==> config.mk <==
export PLATFORM = sky130hd
export DESIGN_NAME = logger_frame_builder_modbus_crc_unit
export DESIGN_NICKNAME = d
export VERILOG_FILES = /design/src/hdl/lfb_pkg.sv /design/src/hdl/lfb_fifo.sv /design/src/hdl/lfb_front.sv /design/src/hdl/lfb_back.sv /design/src/hdl/logger_frame_builder_modbus_crc_unit.sv
export SDC_FILE = /design/constraint.sdc
export NUM_CORES = 1
export LEC_CHECK = 0
export BUFFER_PORTS_ARGS = -buffer_cell sky130_fd_sc_hd__buf_2
export CAP_MARGIN = 20
export CORE_AREA = 2 2 275 277
export CTS_CLUSTER_SIZE = 24
export DETAILED_ROUTE_END_ITERATION = 8
export DIE_AREA = 0 0 277 279
export GPL_TIMING_DRIVEN = 0
export PLACE_DENSITY = 0.57
export SYNTH_ARGS = -nofsm -noshare
export SYNTH_HDL_FRONTEND = slang
export SYNTH_HIERARCHICAL = 1
export SYNTH_SLANG_ARGS = --single-unit
==> constraint.sdc <==
create_clock -name clk -period 21.2 [get_ports clk]
set_clock_uncertainty 0.1 [all_clocks]
set_input_delay 4.24 -clock clk [delete_from_list [all_inputs] [get_ports clk]]
set_output_delay 4.24 -clock clk [all_outputs]
set_load 0.02 [all_outputs]
==> src/hdl/lfb_pkg.sv <==
// shared types, constants and the crc helper for the logger frame builder
package lfb_pkg;

	// parameter defaults
	localparam int MAX_REGISTERS_DEF = 125;
	localparam int CMD_DEPTH_DEF     = 4;
	localparam int OUT_DEPTH_DEF     = 4;

	// frame constants
	localparam logic [7:0]  START_MARK      = 8'hA5;
	localparam logic [7:0]  END_MARK        = 8'h15;
	localparam logic [7:0]  READ_HOLDING    = 8'h03;
	localparam logic [7:0]  DATA_FRAME_TYPE = 8'h02;
	localparam logic [15:0] CRC_POLY        = 16'hA001;
	localparam logic [15:0] CRC_INIT        = 16'hFFFF;

	// length field: 15 without modbus, 20 plus byte count with modbus
	localparam int         LEN_W       = 9;
	localparam logic [8:0] LEN_PLAIN   = 9'd15;
	localparam logic [8:0] LEN_PAYLOAD = 9'd20;

	// byte positions inside the header sequence
	localparam int         IDX_W    = 5;
	localparam logic [4:0] HDR_LAST = 5'd25;
	localparam logic [4:0] PAY_FIRST = 5'd26;
	localparam logic [4:0] PAY_LAST = 5'd28;

	// input operation codes
	localparam logic OP_START = 1'b0;
	localparam logic OP_DATA  = 1'b1;

	// configuration register indexes
	localparam int         REG_IDX_W           = 2;
	localparam logic [1:0] REG_SERIAL_NO       = 2'd0;
	localparam logic [1:0] REG_UNIT_ADDRESS    = 2'd1;
	localparam logic [1:0] REG_BOOT_SECONDS    = 2'd2;

	typedef enum logic {
		CMD_START,
		CMD_DATA
	} cmd_kind_t;

	// one classified command from the front to the back
	typedef struct packed {
		cmd_kind_t         kind;
		logic [15:0]       ctrl;
		logic [15:0]       seq;
		logic [LEN_W-1:0]  len;
		logic              modbus;
		logic [7:0]        count;
		logic [31:0]       uptime;
		logic [7:0]        data;
		logic              last;
	} cmd_t;

	// one byte of the output stream
	typedef struct packed {
		logic [7:0] data;
		logic       eof;
	} out_item_t;

	typedef enum logic [2:0] {
		BK_IDLE,
		BK_HEAD,
		BK_CRC_LO,
		BK_CRC_HI,
		BK_SUM,
		BK_EOF
	} back_state_t;

	// modbus crc-16 over one byte, reflected, bit at a time
	function automatic logic [15:0] crc16_byte(input logic [15:0] crc, input logic [7:0] b);
		logic [15:0] c;
		c = crc ^ {8'h00, b};
		for (int i = 0; i < 8; i++) begin
			if (c[0]) begin
				c = (c >> 1) ^ CRC_POLY;
			end else begin
				c = c >> 1;
			end
		end
		return c;
	endfunction

endpackage

==> src/hdl/lfb_fifo.sv <==
// small register queue used between the front, the back and the result port
module lfb_fifo
	import lfb_pkg::*;
#(
	parameter type item_t = logic [7:0],
	parameter int  DEPTH  = 4
) (
	input  logic  clk,
	input  logic  arst_n,
	input  logic  push,
	input  item_t push_item,
	output logic  full,
	input  logic  pop,
	output item_t pop_item,
	output logic  empty
);

	localparam int PTR_W = (DEPTH > 1) ? $clog2(DEPTH) : 1;
	localparam int CNT_W = $clog2(DEPTH + 1);
	localparam logic [PTR_W-1:0] PTR_LAST = PTR_W'(DEPTH - 1);

	item_t            mem_q [DEPTH];
	logic [PTR_W-1:0] wr_ptr_q;
	logic [PTR_W-1:0] rd_ptr_q;
	logic [CNT_W-1:0] count_q;
	logic             push_ok;
	logic             pop_ok;

	// handshake qualification
	assign full    = (count_q == CNT_W'(DEPTH));
	assign empty   = (count_q == '0);
	assign push_ok = push && !full;
	assign pop_ok  = pop && !empty;
	assign pop_item = mem_q[rd_ptr_q];

	// storage write
	always_ff @(posedge clk) begin
		if (push_ok) begin
			mem_q[wr_ptr_q] <= push_item;
		end
	end

	// pointers and fill count
	always_ff @(posedge clk or negedge arst_n) begin
		if (!arst_n) begin
			wr_ptr_q <= '0;
			rd_ptr_q <= '0;
			count_q  <= '0;
		end else begin
			if (push_ok) begin
				wr_ptr_q <= (wr_ptr_q == PTR_LAST) ? '0 : wr_ptr_q + PTR_W'(1);
			end
			if (pop_ok) begin
				rd_ptr_q <= (rd_ptr_q == PTR_LAST) ? '0 : rd_ptr_q + PTR_W'(1);
			end
			if (push_ok && !pop_ok) begin
				count_q <= count_q + CNT_W'(1);
			end else if (pop_ok && !push_ok) begin
				count_q <= count_q - CNT_W'(1);
			end
		end
	end

	// fill count tracks the difference of transactions
	a_count_up: assert property (@(posedge clk) disable iff (!arst_n)
		push_ok && !pop_ok |=> count_q == $past(count_q) + CNT_W'(1))
		else $error("queue count did not follow a push");

endmodule

==> src/hdl/lfb_front.sv <==
// front end: accepts items, tracks frame state and classifies into commands
module lfb_front
	import lfb_pkg::*;
#(
	parameter int MAX_REGISTERS = MAX_REGISTERS_DEF
) (
	input  logic        clk,
	input  logic        arst_n,
	input  logic        push,
	output logic        full,
	input  logic        operation,
	input  logic [15:0] ctrl_code,
	input  logic        with_modbus,
	input  logic [6:0]  reg_count,
	input  logic [31:0] uptime_s,
	input  logic [7:0]  data_byte,
	output logic        cmd_push,
	output cmd_t        cmd_item,
	input  logic        cmd_full
);

	localparam int         CNT_W   = $clog2(2 * MAX_REGISTERS + 1);
	localparam logic [6:0] REG_MAX = 7'(MAX_REGISTERS);

	logic [15:0]      seq_q;
	logic             open_q;
	logic [CNT_W-1:0] remaining_q;
	logic             accept;
	logic [6:0]       regs_sat;
	logic [7:0]       pay_bytes;
	logic             data_live;

	assign full   = cmd_full;
	assign accept = push && !cmd_full;

	// register count saturation and derived lengths
	assign regs_sat   = (reg_count > REG_MAX) ? REG_MAX : reg_count;
	assign pay_bytes  = {regs_sat, 1'b0};
	assign data_live  = open_q && (remaining_q != '0);

	// command build
	always_comb begin
		cmd_item        = '0;
		cmd_item.ctrl   = ctrl_code;
		cmd_item.seq    = seq_q + 16'd1;
		cmd_item.len    = with_modbus ? (LEN_PAYLOAD + {1'b0, pay_bytes}) : LEN_PLAIN;
		cmd_item.modbus = with_modbus;
		cmd_item.count  = pay_bytes;
		cmd_item.uptime = uptime_s;
		cmd_item.data   = data_byte;
		cmd_item.last   = (remaining_q == CNT_W'(1));
		cmd_item.kind   = (operation == OP_START) ? CMD_START : CMD_DATA;
		cmd_push        = accept && ((operation == OP_START) || data_live);
	end

	// frame state
	always_ff @(posedge clk or negedge arst_n) begin
		if (!arst_n) begin
			seq_q       <= '0;
			open_q      <= 1'b0;
			remaining_q <= '0;
		end else if (accept) begin
			if (operation == OP_START) begin
				seq_q       <= seq_q + 16'd1;
				open_q      <= with_modbus && (pay_bytes != 8'd0);
				remaining_q <= with_modbus ? pay_bytes[CNT_W-1:0] : '0;
			end else if (data_live) begin
				remaining_q <= remaining_q - CNT_W'(1);
				if (remaining_q == CNT_W'(1)) begin
					open_q <= 1'b0;
				end
			end
		end
	end

	// an open frame always expects more data bytes
	a_open_remaining: assert property (@(posedge clk) disable iff (!arst_n)
		open_q |-> remaining_q != '0)
		else $error("frame open with no data bytes left");

endmodule

==> src/hdl/lfb_back.sv <==
// back end: sequences header, payload and trailer bytes into the result queue
module lfb_back
	import lfb_pkg::*;
(
	input  logic        clk,
	input  logic        arst_n,
	input  logic [31:0] serial_no,
	input  logic [7:0]  modbus_unit_address,
	input  logic [31:0] boot_seconds,
	input  cmd_t        cmd_item,
	input  logic        cmd_empty,
	output logic        cmd_pop,
	output logic        out_push,
	output out_item_t   out_item,
	input  logic        out_full
);

	back_state_t       state_q;
	back_state_t       state_d;
	logic [IDX_W-1:0]  idx_q;
	logic [IDX_W-1:0]  idx_d;
	cmd_t              cur_q;
	cmd_t              cur_d;
	logic [15:0]       crc_q;
	logic [15:0]       crc_d;
	logic [7:0]        sum_q;
	logic [7:0]        sum_d;
	logic [7:0]        hdr_byte;
	logic [31:0]       since_boot;

	assign since_boot = cur_q.uptime - boot_seconds;

	// header and modbus lead bytes by position
	always_comb begin
		unique case (idx_q)
			5'd0:    hdr_byte = START_MARK;
			5'd1:    hdr_byte = cur_q.len[7:0];
			5'd2:    hdr_byte = 8'(cur_q.len[LEN_W-1:8]);
			5'd3:    hdr_byte = cur_q.ctrl[7:0];
			5'd4:    hdr_byte = cur_q.ctrl[15:8];
			5'd5:    hdr_byte = cur_q.seq[7:0];
			5'd6:    hdr_byte = cur_q.seq[15:8];
			5'd7:    hdr_byte = serial_no[7:0];
			5'd8:    hdr_byte = serial_no[15:8];
			5'd9:    hdr_byte = serial_no[23:16];
			5'd10:   hdr_byte = serial_no[31:24];
			5'd11:   hdr_byte = DATA_FRAME_TYPE;
			5'd14:   hdr_byte = cur_q.uptime[7:0];
			5'd15:   hdr_byte = cur_q.uptime[15:8];
			5'd16:   hdr_byte = cur_q.uptime[23:16];
			5'd17:   hdr_byte = cur_q.uptime[31:24];
			5'd18:   hdr_byte = since_boot[7:0];
			5'd19:   hdr_byte = since_boot[15:8];
			5'd20:   hdr_byte = since_boot[23:16];
			5'd21:   hdr_byte = since_boot[31:24];
			5'd26:   hdr_byte = modbus_unit_address;
			5'd27:   hdr_byte = READ_HOLDING;
			5'd28:   hdr_byte = cur_q.count;
			default: hdr_byte = 8'h00;
		endcase
	end

	// sequencer next state and outputs
	always_comb begin
		state_d  = state_q;
		idx_d    = idx_q;
		cur_d    = cur_q;
		crc_d    = crc_q;
		sum_d    = sum_q;
		cmd_pop  = 1'b0;
		out_push = 1'b0;
		out_item = '0;
		unique case (state_q)
			BK_IDLE: begin
				if (!cmd_empty && !out_full) begin
					cmd_pop = 1'b1;
					if (cmd_item.kind == CMD_START) begin
						cur_d   = cmd_item;
						idx_d   = '0;
						crc_d   = CRC_INIT;
						sum_d   = 8'h00;
						state_d = BK_HEAD;
					end else begin
						out_push      = 1'b1;
						out_item.data = cmd_item.data;
						crc_d         = crc16_byte(crc_q, cmd_item.data);
						sum_d         = sum_q + cmd_item.data;
						if (cmd_item.last) begin
							state_d = BK_CRC_LO;
						end
					end
				end
			end
			BK_HEAD: begin
				if (!out_full) begin
					out_push      = 1'b1;
					out_item.data = hdr_byte;
					idx_d         = idx_q + IDX_W'(1);
					if (idx_q != '0) begin
						sum_d = sum_q + hdr_byte;
					end
					if (idx_q >= PAY_FIRST) begin
						crc_d = crc16_byte(crc_q, hdr_byte);
					end
					if (!cur_q.modbus && idx_q == HDR_LAST) begin
						state_d = BK_SUM;
					end else if (cur_q.modbus && idx_q == PAY_LAST) begin
						state_d = (cur_q.count == 8'd0) ? BK_CRC_LO : BK_IDLE;
					end
				end
			end
			BK_CRC_LO: begin
				if (!out_full) begin
					out_push      = 1'b1;
					out_item.data = crc_q[7:0];
					sum_d         = sum_q + crc_q[7:0];
					state_d       = BK_CRC_HI;
				end
			end
			BK_CRC_HI: begin
				if (!out_full) begin
					out_push      = 1'b1;
					out_item.data = crc_q[15:8];
					sum_d         = sum_q + crc_q[15:8];
					state_d       = BK_SUM;
				end
			end
			BK_SUM: begin
				if (!out_full) begin
					out_push      = 1'b1;
					out_item.data = sum_q;
					state_d       = BK_EOF;
				end
			end
			BK_EOF: begin
				if (!out_full) begin
					out_push      = 1'b1;
					out_item.data = END_MARK;
					out_item.eof  = 1'b1;
					state_d       = BK_IDLE;
				end
			end
			default: begin
				state_d = BK_IDLE;
			end
		endcase
	end

	// sequencer control state
	always_ff @(posedge clk or negedge arst_n) begin
		if (!arst_n) begin
			state_q <= BK_IDLE;
			idx_q   <= '0;
			crc_q   <= CRC_INIT;
			sum_q   <= 8'h00;
		end else begin
			state_q <= state_d;
			idx_q   <= idx_d;
			crc_q   <= crc_d;
			sum_q   <= sum_d;
		end
	end

	// current command payload
	always_ff @(posedge clk) begin
		cur_q <= cur_d;
	end

	// closing byte always follows the checksum byte
	a_eof_after_sum: assert property (@(posedge clk) disable iff (!arst_n)
		state_q == BK_SUM && out_push |=> state_q == BK_EOF)
		else $error("end mark did not follow the checksum");

	// end flag marks only the end byte
	a_eof_mark: assert property (@(posedge clk) disable iff (!arst_n)
		out_push && out_item.eof |-> out_item.data == END_MARK && state_q == BK_EOF)
		else $error("end flag on a byte other than the end mark");

endmodule

==> src/hdl/logger_frame_builder_modbus_crc_unit.sv <==
// a data byte passes through the command queue and the back sequencer into the result queue
// a start item makes the back emit its header, one byte per cycle while the result queue has room
// throughput: one data byte per cycle while the result queue has room; a frame start holds the back
// sequencer for its header and a closing data byte for its trailer, set by its single byte lane
// reset: arst_n clears queues, frame state and sequence; config returns to serial 0, address 1, boot 0
module logger_frame_builder_modbus_crc_unit
	import lfb_pkg::*;
#(
	parameter int MAX_REGISTERS = MAX_REGISTERS_DEF,
	parameter int CMD_DEPTH     = CMD_DEPTH_DEF,
	parameter int OUT_DEPTH     = OUT_DEPTH_DEF
) (
	input  logic                 clk,
	input  logic                 arst_n,
	input  logic                 push,
	output logic                 full,
	input  logic                 operation,
	input  logic [15:0]          ctrl_code,
	input  logic                 with_modbus,
	input  logic [6:0]           reg_count,
	input  logic [31:0]          uptime_s,
	input  logic [7:0]           data_byte,
	output logic                 empty,
	input  logic                 pop,
	output logic [7:0]           out_byte,
	output logic                 end_of_frame,
	input  logic                 write_en,
	input  logic [REG_IDX_W-1:0] write_index,
	input  logic [31:0]          write_data
);

	logic [31:0] serial_q;
	logic [7:0]  unit_address_q;
	logic [31:0] boot_seconds_q;
	logic        cmd_push;
	cmd_t        cmd_in;
	logic        cmd_full;
	cmd_t        cmd_head;
	logic        cmd_empty;
	logic        cmd_pop;
	logic        out_push;
	out_item_t   out_in;
	logic        out_full;
	out_item_t   out_head;

	// configuration registers
	always_ff @(posedge clk or negedge arst_n) begin
		if (!arst_n) begin
			serial_q        <= '0;
			unit_address_q  <= 8'd1;
			boot_seconds_q  <= '0;
		end else if (write_en) begin
			unique case (write_index)
				REG_SERIAL_NO:     serial_q        <= write_data;
				REG_UNIT_ADDRESS:  unit_address_q  <= write_data[7:0];
				REG_BOOT_SECONDS:  boot_seconds_q  <= write_data;
				default:           ;
			endcase
		end
	end

	// front: accept and classify
	lfb_front #(
		.MAX_REGISTERS(MAX_REGISTERS)
	) u_front (
		.clk            (clk),
		.arst_n         (arst_n),
		.push           (push),
		.full           (full),
		.operation      (operation),
		.ctrl_code      (ctrl_code),
		.with_modbus    (with_modbus),
		.reg_count      (reg_count),
		.uptime_s       (uptime_s),
		.data_byte      (data_byte),
		.cmd_push       (cmd_push),
		.cmd_item       (cmd_in),
		.cmd_full       (cmd_full)
	);

	// command queue between front and back
	lfb_fifo #(
		.item_t (cmd_t),
		.DEPTH  (CMD_DEPTH)
	) u_cmd_q (
		.clk       (clk),
		.arst_n    (arst_n),
		.push      (cmd_push),
		.push_item (cmd_in),
		.full      (cmd_full),
		.pop       (cmd_pop),
		.pop_item  (cmd_head),
		.empty     (cmd_empty)
	);

	// back: byte sequencer
	lfb_back u_back (
		.clk                 (clk),
		.arst_n              (arst_n),
		.serial_no           (serial_q),
		.modbus_unit_address (unit_address_q),
		.boot_seconds        (boot_seconds_q),
		.cmd_item            (cmd_head),
		.cmd_empty           (cmd_empty),
		.cmd_pop             (cmd_pop),
		.out_push            (out_push),
		.out_item            (out_in),
		.out_full            (out_full)
	);

	// result queue
	lfb_fifo #(
		.item_t (out_item_t),
		.DEPTH  (OUT_DEPTH)
	) u_out_q (
		.clk       (clk),
		.arst_n    (arst_n),
		.push      (out_push),
		.push_item (out_in),
		.full      (out_full),
		.pop       (pop),
		.pop_item  (out_head),
		.empty     (empty)
	);

	assign out_byte     = out_head.data;
	assign end_of_frame = out_head.eof;

endmodule
==> Word-level counts from Yosys, hierarchy flattened <==
Memories as Yosys holds them, arrays and structs flattened.
Index checks and enable logic that the tools add are counted.
{ "op_classes": {"n_addsub": 17, "mul": 0, "n_div": 0, "magnitude_cmp": 2, "eq_ne": 50, "shifts": 0, "mux": 123, "bitwise": 20, "reduce_logical": 50} }
{ "op_table": {"columns": ["op", "n"], "rows": [
  ["$mux 16", 62],
  ["$pmux 8 s23", 1],
  ["$mux 8", 15],
  ["$eq 5x5->1 const B", 10],
  ["$not 2->3", 16],
  ["$pmux 8 s6", 1],
  ["$mux 3", 14],
  ["$add 8x8->8", 4],
  ["$pmux 16 s2", 1],
  ["$pmux 8 s4", 1],
  ["$sub 32x32->32", 1],
  ["$xor 16x8->16", 2],
  ["$eq 5x4->1 const B", 6],
  ["$eq 5x3->1 const B", 4],
  ["$pmux 3 s6", 1],
  ["$add 16x1->16 const B", 1],
  ["$reduce_bool 8->1", 2],
  ["$logic_and 1x1->1", 15],
  ["$mux 5", 3],
  ["$mux 1", 14],
  ["$eq 3x3->1 const B", 4],
  ["$ne 2x2->1 const B", 6],
  ["$eq 2x2->1 const B", 5],
  ["$eq 5x2->1 const B", 2],
  ["other kinds (38)", 71]
]} }
{ "totals": {"regBits": 225, "latch_bits": 0, "ramBits": 400, "romBits": 0, "input_bits": 104, "out_inout_bits": 11, "n_memories": 2} }
{ "memory_table": {"columns": ["name", "words", "width", "read_ports", "rd_ports_with_merged_regs", "wr", "line_no", "text"], "rows": [
  ["u_cmd_q.mem_q", 4, 91, 1, 0, 1, "lfb_fifo.sv:22", "item_t mem_q [DEPTH];"],
  ["u_out_q.mem_q", 4, 9, 1, 0, 1, "lfb_fifo.sv:22", null]
]} }

==> Depth between registers and ports, before layout <==
Gate-level depths: netlist (run 1).
{ "depth": {"ltp_word": 43, "ltp_mapped": 25, "ltp_nobuf": 23} }

==> By module <==
The synthesis (run 1) kept the hierarchy.
{ "by_module_without_submodules": {"columns": ["mod", "n_inst", "cells_each", "area_each_um2", "seq_area_each_um2"], "rows": [
  ["lfb_fifo at u_cmd_q", 1, 518, 13777.0, 11225.8],
  ["lfb_back", 1, 993, 9088.7, 3283.1],
  ["logger_frame_builder_modbus_crc_unit", 1, 153, 2715.1, 1803.0],
  ["lfb_front", 1, 260, 2192.1, 625.6],
  ["lfb_fifo at u_out_q", 1, 84, 1752.9, 1256.2]
]} }

==> Least setup slack after synthesis (run 1) <==
OpenSTA, ideal clock, no wires.
{ "synth_timing": {"path_kind": "input to register", "from": "input port operation", "to": "memory u_cmd_q/mem_q[3][0] (netlist bit) (enable)", "arrival_time_ns": 8.788, "required_ns": 20.557, "slack_ns": 11.768, "cell_stages": 4, "cell_sequence": "nor4b_1 -> a221oi_2 -> nand2_1 -> nor2_1"} }
{ "synth_via": {"elab_chain_len": 6} }
{ "synth_lines": {"columns": ["item", "line_no", "text"], "rows": [
  ["start: declaration", "logger_frame_builder_modbus_crc_unit.sv:17", "input logic operation,"],
  ["$not 1->1", null, null],
  ["$logic_or 1x1->1", "lfb_front.sv:53", "cmd_push = accept && ((operation == OP_START) || data_live);"],
  ["$logic_and 1x1->1", "lfb_front.sv:53", null],
  ["named net cmd_push", "logger_frame_builder_modbus_crc_unit.sv:35", "logic cmd_push;"],
  ["$logic_and 1x1->1", "lfb_fifo.sv:32", "assign push_ok = push && !full;"],
  ["$mux 1", "lfb_fifo.sv:38", "if (push_ok) begin"],
  ["$mux 1 (implied by the code)", "lfb_fifo.sv:39", "mem_q[wr_ptr_q] <= push_item;"],
  ["end: declaration", "lfb_fifo.sv:22", null]
]} }
The timed path passes the listed nets, and every way through them passes these cells.

==> Worst setup path after layout (run 1) <==
{ "layout_timing": {"from": "input port operation", "to": "memory u_cmd_q/mem_q[0][22] (netlist bit) (enable)"} }
{ "layout_via": {"elab_chain_len": 6} }
{ "layout_lines": {"columns": ["item", "line_no", "text"], "rows": [
  ["$not 1->1", null, null],
  ["$logic_or 1x1->1", "lfb_front.sv:53", null],
  ["$logic_and 1x1->1", "lfb_front.sv:53", null],
  ["named net cmd_push", "logger_frame_builder_modbus_crc_unit.sv:35", null],
  ["$logic_and 1x1->1", "lfb_fifo.sv:32", null],
  ["named net u_cmd_q.push_ok", "lfb_fifo.sv:26", "logic push_ok;"],
  ["$mux 1", "lfb_fifo.sv:38", null],
  ["$mux 1 (implied by the code)", "lfb_fifo.sv:39", null]
]} }
The timed path passes the listed nets, and every way through them passes these cells.

==> impl_metrics.json, run 1 <==
{
  "route.detailed.drc": 0,
  "worstHoldPathCells": 1,
  "viasPerCell": 5.52,
  "cts_resized": 0,
  "max_stage_delay_ns": 0.76,
  "cts_root_buf": "clkbuf_16",
  "yosys-top-cells-count": "edfxtp_1, dfrtp_1, mux4_2, nand2_1, nor2_1",
  "hold_viol": 0,
  "gp_congestion": 0.923,
  "yosys-top-cells-area": "edfxtp_1, dfrtp_1, mux4_2",
  "grt_start_max_net_pins": 83,
  "power_switching_w": 0.00181,
  "cts_tree": "built",
  "synth-edff-count": 486,
  "peakVddDrop_v": 0.0000664,
  "p_leak_nw": 12.2,
  "synth_fp_nets": 2188,
  "cellPowerDensity_nw_per_um2": 151,
  "worstHoldPathType": "reg2reg",
  "wl_per_cell_um": 24.8,
  "fin_crit_sh_pct": 32.1,
  "seq_power_share_pct": 37.5,
  "overflow": 0,
  "cts_sinks": 629,
  "syn2layout_area_growth_pct": 13.4,
  "postCtsSetupRepairBufs": 0,
  "crit_buf_inv": 2,
  "reg2reg_depth": 26,
  "yosysTopAreaCell": "edfxtp_1",
  "synthesis.instances": 2008,
  "firstDrtPassIters": 6,
  "ctsHoldBuffers": 0,
  "clk_latency_ns": 0.61,
  "hold_end": "u_front/seq_q[15]$_DFFE_PN0P_",
  "io_pins": 115,
  "status": "complete, no violations",
  "die_x_um": 277,
  "worstPathRequired_ns": 21.35,
  "netlist_area_um2": 29500,
  "drive_above_1_share_pct": 23.7,
  "post-route-util_pct": 45.2,
  "netlist.area_leader.share_pct": 49.4,
  "yosysMostFrequentCell": "edfxtp_1",
  "final.setup.tns_ns": 0,
  "grt_use_total_pct": 20.5,
  "crit_fanout": 47,
  "p_clk_share_pct": 22.7,
  "ant_nets": 0,
  "critPathLaunchType": "input port",
  "finalWirelength_mm": 78.8,
  "switching_share_pct": 35.9,
  "grt_pass1_vias": 18000,
  "ys_types": 100,
  "tightest_slew_ns": 1.01,
  "critPathKind": "in2reg",
  "p_int_w": 0.00324,
  "die_area_um2": 77300,
  "hold_start": "u_front/seq_q[15]$_DFFE_PN0P_",
  "regToRegSetupSlack_ns": 15.27,
  "synth_area_per_cell_um2": 14.7,
  "ys.flop_type": "edfxtp_1",
  "r2r-start": "u_back/idx_q[3]$_DFFE_PN0P_",
  "slew_viol_final": 0,
  "clockBufferDepth": 3,
  "timing.rr.end": "u_back/sum_q[7]$_DFFE_PN0P_",
  "antenna_found_initial": 8,
  "combPwrFrac_pct": 39.8,
  "maxCapViolCount": 0,
  "setup_viol": 0,
  "die_h_um": 279,
  "critPathSlowestCell": "a221oi_2",
  "drt_iter0_drc": 1283,
  "fmax_mhz": 147,
  "port_buffers": 57,
  "grt_pass1_wl_mm": 118,
  "route.vias.total": 17500,
  "endpoint_kind": "flop",
  "ys_seq_elements": 629,
  "rsz0062_at_grt": "no",
  "dp_hpwl_mm": 58.3,
  "start_util_pct": 39.9,
  "yosys_warnings": 6,
  "ys_async_sr_fraction_pct": 22.7,
  "cts.reportedPaths.clkPinSlew_ns": 0.06,
  "layout.nets": 2332,
  "yosysSeqAreaShare_pct": 61.6,
  "max-slew-margin-rel_pct": 31.8,
  "core_area_um2": 74100,
  "critPathTopFamily": "simple AND/OR/NAND/NOR gates",
  "num_rows": 100,
  "htreeDepth": 3,
  "worstPathArrival_ns": 6.97,
  "min_period_ns": 6.81,
  "cts_buffers": 69,
  "cp_cell_sequence": "buf_2 -> nor4b_1 -> a221oi_2 -> nor2b_2 -> and2_4 -> buf_16"
}
-- registers in the layout, indices dropped and copies added, names as in the netlist --
register,count
boot_seconds_q,32
serial_q,32
u_back/crc_q,16
u_back/cur_q,82
u_back/idx_q,5
u_back/state_q,3
u_back/sum_q,8
u_cmd_q/count_q,3
u_cmd_q/mem_q,368
u_cmd_q/rd_ptr_q,2
u_cmd_q/wr_ptr_q,2
u_front/open_q,1
u_front/remaining_q,8
u_front/seq_q,16
u_out_q/count_q,3
u_out_q/mem_q,36
u_out_q/rd_ptr_q,2
u_out_q/wr_ptr_q,2
unit_address_q,8
-- cell type report --
class | instances | area, um^2
diodes | 4 | 10.0
plain buffers | 153 | 1030
clock buffers | 94 | 1860
clock inverters | 29 | 302
fillers | 6587 | 40600
inverters | 68 | 255
multi-input cells | 1158 | 10100
flip-flops and latches | 629 | 18200
well taps | 969 | 1210
repair buffers | 73 | 557
-- power groups by stage --
stage	Clock [W]	Combinational (W)	Sequential (W)
floorplan	0	0.00147	0.00185
global placement	0	0.00195	0.00195
detailed placement	0	0.00201	0.00192
CTS	0.00118	0.00203	0.00189
global route	0.00123	0.00220	0.00192
finish	0.00115	0.00201	0.00189
-- cells in the final DEF, fill, tap and decap left out, types with 13 or more instances in the layout --
cell type and instances:
a21o_1 28, a21oi_1 69, a22oi_1 23, a31oi_1 14, and3_1 20, buf_2 85
buf_4 67, buf_6 15, clkbuf_1 61, clkbuf_16 70, dfrtp_1 126, dfstp_2 17
edfxtp_1 486, ha_1 71, inv_1 64, mux2_2 87, mux2i_1 23, mux4_2 101
nand2_1 100, nand2b_1 14, nand3_1 47, nand4_1 27, nor2_1 97, nor2b_1 15
nor3_1 25, o211ai_1 13, o21ai_0 55, o22ai_1 14, xnor2_1 63, xor2_1 52
-- worst max path at each step --
stage	depth (start not counted)	to	from	slack [ns]
2_1_floorplan	4	u_cmd_q/mem_q[3][0]$_DFFE_PP_	operation	11.77
3_5_place_dp	6	u_cmd_q/mem_q[2][26]$_DFFE_PP_	operation	13.71
6_report	6	u_cmd_q/mem_q[0][22]$_DFFE_PP_	operation	14.39
4_1_cts	6	u_cmd_q/mem_q[2][22]$_DFFE_PP_	operation	14.34
5_1_grt	6	u_cmd_q/mem_q[0][22]$_DFFE_PP_	operation	14.18
3_3_place_gp	5	u_cmd_q/mem_q[3][24]$_DFFE_PP_	operation	7.81
-- cells by family (layout without fill, tap and decap cells) --
logic type | after synthesis | in the layout | synth area share, %
muxes | 216 | 216 | 12.0
DFF | 629 | 629 | 61.6
other | 1 | 5 | 0.0127
xor gates and xnor gates | 117 | 117 | 3.55
adders and majority gates | 76 | 76 | 3.35
AOI/OAI and AO/OA | 335 | 335 | 7.96
and+or+nand+nor | 413 | 413 | 7.13
buffers and inverters | 221 | 417 | 4.37
-- layer usage --
layer / wire length [um] / global-route usage [%]
met1: 34500 / 27.8
met2: 38900 / 34.2
met3: 3650 / 3.47
met4: 1770 / 5.74
met5: 46 / 0
-- through the flow --
step / hold WS [ns] / cells / worst slack (ns) / cell area (um^2) / total power (W)
after floorplan: 0.354 / 2008 / 11.77 / 29500 / 0.00332
after global placement: 0.378 / 3034 / 7.81 / 31000 / 0.00390
after detailed placement: 0.376 / 3049 / 13.71 / 31300 / 0.00393
after CTS: 0.388 / 3172 / 14.34 / 33500 / 0.00510
after global routing: 0.406 / 3174 / 14.18 / 33500 / 0.00534
final: 0.388 / 3177 / 14.39 / 33500 / 0.00505
(Power assumes the default switching activity.)
==> run 2: changes to the inputs <==
Settings changed: ABC_AREA from default to 1, CORE_AREA 2 2 275 277 to 2 2 287 289, DIE_AREA 0 0 277 279 to 0 0 289 291.
Clock period 21.2 ns to 6.28 ns, I/O delays scaled along.
==> impl_metrics.json, run 2 <==
{
  "die_h_um": 291,
  "final_common_cell": "nand2_1",
  "synth_fp_nets": 3567,
  "finalHoldWorstSlack_ns": 0.369,
  "post-route-util_pct": 45.0,
  "antenna_cells": 0,
  "grt_pass1_vias": 22400,
  "hold_viol": 0,
  "critPathSlowestCell": "dfrtp_1",
  "cts_root_buf": "clkbuf_16",
  "dp_hpwl_mm": 67.5,
  "reg.largest.list": "u_cmd_q/mem_q (368), u_back/cur_q (82), u_out_q/mem_q (36)",
  "htreeDepth": 3,
  "synth_area_per_cell_um2": 9.47,
  "ctsHoldBuffers": 0,
  "viasPerCell": 5.05,
  "reg2reg_depth": 32,
  "synth_top_family_by_area": "simple AND/OR/NAND/NOR gates",
  "postCtsSetupRepairBufs": 0,
  "grt_use_total_pct": 21.5,
  "finalWirelength_mm": 90.3,
  "worstHoldPathCells": 2,
  "hold_start": "serial_q[29]$_DFFE_PN0P_",
  "cts.reportedPaths.clkPinSlew_ns": 0.06,
  "antenna_found_initial": 4,
  "wl_per_cell_um": 19.4,
  "clockBufferDepth": 3,
  "syn2layout_area_growth_pct": 13.9,
  "start_util_pct": 39.5,
  "endpoint_kind": "flop",
  "worstPathArrival_ns": 5.43,
  "yosys_warnings": 6,
  "regToRegSetupSlack_ns": 1.30,
  "cts_buffers": 71,
  "tightest_slew_ns": 1.08,
  "yosys-top-cells-count": "nand2_1, edfxtp_1, inv_1, nor2_1, o211ai_1",
  "firstDrtPassIters": 5,
  "hold_end": "serial_q[29]$_DFFE_PN0P_",
  "max-slew-margin-rel_pct": 27.9,
  "slew_viol_final": 0,
  "io_pins": 115,
  "ys_seq_elements": 629,
  "rsz0062_at_grt": "no",
  "maxCapViolCount": 0,
  "clk_latency_ns": 0.62,
  "yosysSeqAreaShare_pct": 56.8,
  "yosysMostFrequentCell": "nand2_1",
  "layout_common_cells": "nand2_1, edfxtp_1, inv_1",
  "netlist_area_um2": 32100,
  "netlist.area_leader.share_pct": 45.5,
  "cts_sinks": 629,
  "grt_start_max_net_pins": 97,
  "r2r-start": "u_back/idx_q[1]$_DFFE_PN0P_",
  "cellPowerDensity_nw_per_um2": 525,
  "cpMostUsedCell": "nor2_1",
  "layout.nets": 3717,
  "setup_viol": 0,
  "fin_crit_sh_pct": 79.2,
  "synth-edff-count": 486,
  "yosysTopAreaCell": "edfxtp_1",
  "yosys-top-cells-area": "edfxtp_1, nand2_1, dfrtp_1",
  "fmax_mhz": 201,
  "ys_async_sr_fraction_pct": 22.7,
  "synth_compound_area_share_pct": 8.41,
  "timing.rr.end": "u_back/sum_q[7]$_DFFE_PN0P_",
  "max_stage_delay_ns": 0.44,
  "synthesis.instances": 3387,
  "crit_fanout": 10,
  "synthMuxAreaShare_pct": 0,
  "largest_register": "u_cmd_q/mem_q",
  "synthSimpleGateAreaFrac_pct": 20.9,
  "cts_resized": 0,
  "route.vias.total": 23600,
  "ys.flop_type": "edfxtp_1",
  "critPathLaunchType": "flop",
  "num_rows": 105,
  "gp_congestion": 0.967,
  "die_x_um": 289,
  "status": "complete, no violations",
  "synth-xor-area-share_pct": 0.956,
  "cts_tree": "built",
  "p_leak_nw": 15.9,
  "critPathKind": "reg2reg",
  "largest_reg_flops": 368,
  "core_area_um2": 81200,
  "ys_types": 54,
  "overflow": 0,
  "route.detailed.drc": 0,
  "min_period_ns": 4.98,
  "detailedPlace.worstSlack_ns": 1.39,
  "worstHoldPathType": "reg2reg",
  "grt_pass1_wl_mm": 136,
  "die_area_um2": 84100,
  "ant_nets": 0,
  "worstPathRequired_ns": 6.73,
  "worst_slack_ns": 1.30,
  "synthAdderAreaFrac_pct": 3.08,
  "port_buffers": 57,
  "peakVddDrop_v": 0.000309,
  "drive_above_1_share_pct": 12.9,
  "drt_iter0_drc": 2158
}
## run 2: cell types whose count changed in the layout (fill, tap and decap cells not counted), sizes merged, moves of 27 or more
cell | previous run | this run
xnor2 | 64 | 18
nand2 | 100 | 1051
a21o | 28 | 1
o211ai | 13 | 204
xor2 | 52 | 17
mux2 | 92 | 0
nand4 | 27 | 84
buf | 186 | 234
mux4 | 101 | 0
inv | 68 | 494
nand3 | 47 | 182
nor2 | 99 | 232
## run 2: layer usage
metal  GRT usage (%)  part of all wire (%)
met1            29.7                    44
met2            34.9                    47
met3            3.69                   6.8
met4            5.49                   2.3
met5               0                 0.058
## run 2: report_power, final
| group | leakage, nW | switching (W) | internal (W) |
|---|---|---|---|
| logic | 8.53 | 0.00560 | 0.00278 |
| registers | 6.22 | 0.000659 | 0.00599 |
| clock network | 1.14 | 0.00173 | 0.00243 |
| total | 15.9 | 0.00798 | 0.0112 |
## run 2: per-stage QoR
stage | instances | instance area (um^2) | setup TNS [ns] | power (W)
floorplan | 3387 | 32100 | -85.59 | 0.0123
global placement | 4514 | 33700 | -1520.96 | 0.0149
detailed placement | 4534 | 34200 | 0 | 0.0151
CTS | 4664 | 36500 | 0 | 0.0193
global route | 4664 | 36500 | 0 | 0.0205
finish | 4664 | 36500 | 0 | 0.0192
## run 2: final cells by class
| type | instances | area, um^2 |
|---|---|---|
| Clock inverter | 39 | 420 |
| Tap cell | 1070 | 1340 |
| Inverter | 492 | 1850 |
| Fill cell | 7777 | 44700 |
| Multi-Input combinational cell | 2090 | 10800 |
| Buffer | 176 | 1310 |
| Clock buffer | 91 | 1910 |
| Sequential cell | 629 | 18200 |
| Timing Repair Buffer | 77 | 743 |
## run 2: worst max-delay path by stage
stage                                     start                        endpoint  slack [ns]  depth (start not counted)
floorplan                                  push   u_cmd_q/mem_q[0][0]$_DFFE_PP_       -0.23                          7
global placement                      operation  u_cmd_q/mem_q[1][28]$_DFFE_PP_       -4.30                          7
detailed placement  u_back/idx_q[1]$_DFFE_PN0P_     u_back/sum_q[7]$_DFFE_PN0P_        1.39                         32
CTS                 u_back/idx_q[1]$_DFFE_PN0P_     u_back/sum_q[7]$_DFFE_PN0P_        1.41                         32
global route        u_back/idx_q[1]$_DFFE_PN0P_     u_back/sum_q[7]$_DFFE_PN0P_        0.82                         32
finish              u_back/idx_q[1]$_DFFE_PN0P_     u_back/sum_q[7]$_DFFE_PN0P_        1.30                         32
## run 2: critical path: cells and delay by family, from the launching register on
| family | cells | cell delay, ns |
|---|---|---|
| AND/OR/NAND/NOR | 18 | 1.75 |
| buffers and inverters | 5 | 0.85 |
| adder cells (fa/ha/maj) | 3 | 0.78 |
| AO/OA/AOI/OAI | 4 | 0.61 |
| flip-flops | 1 | 0.44 |
| XOR/XNOR | 2 | 0.35 |
## run 2: logic make-up after synthesis
| logic type | after synthesis |
|---|---|
| flops | 629 |
| other cells | 1 |
| compound gates | 393 |
| fa+ha+maj | 76 |
| xor+xnor | 35 |
| simple gates | 1585 |
| buf+inv | 668 |
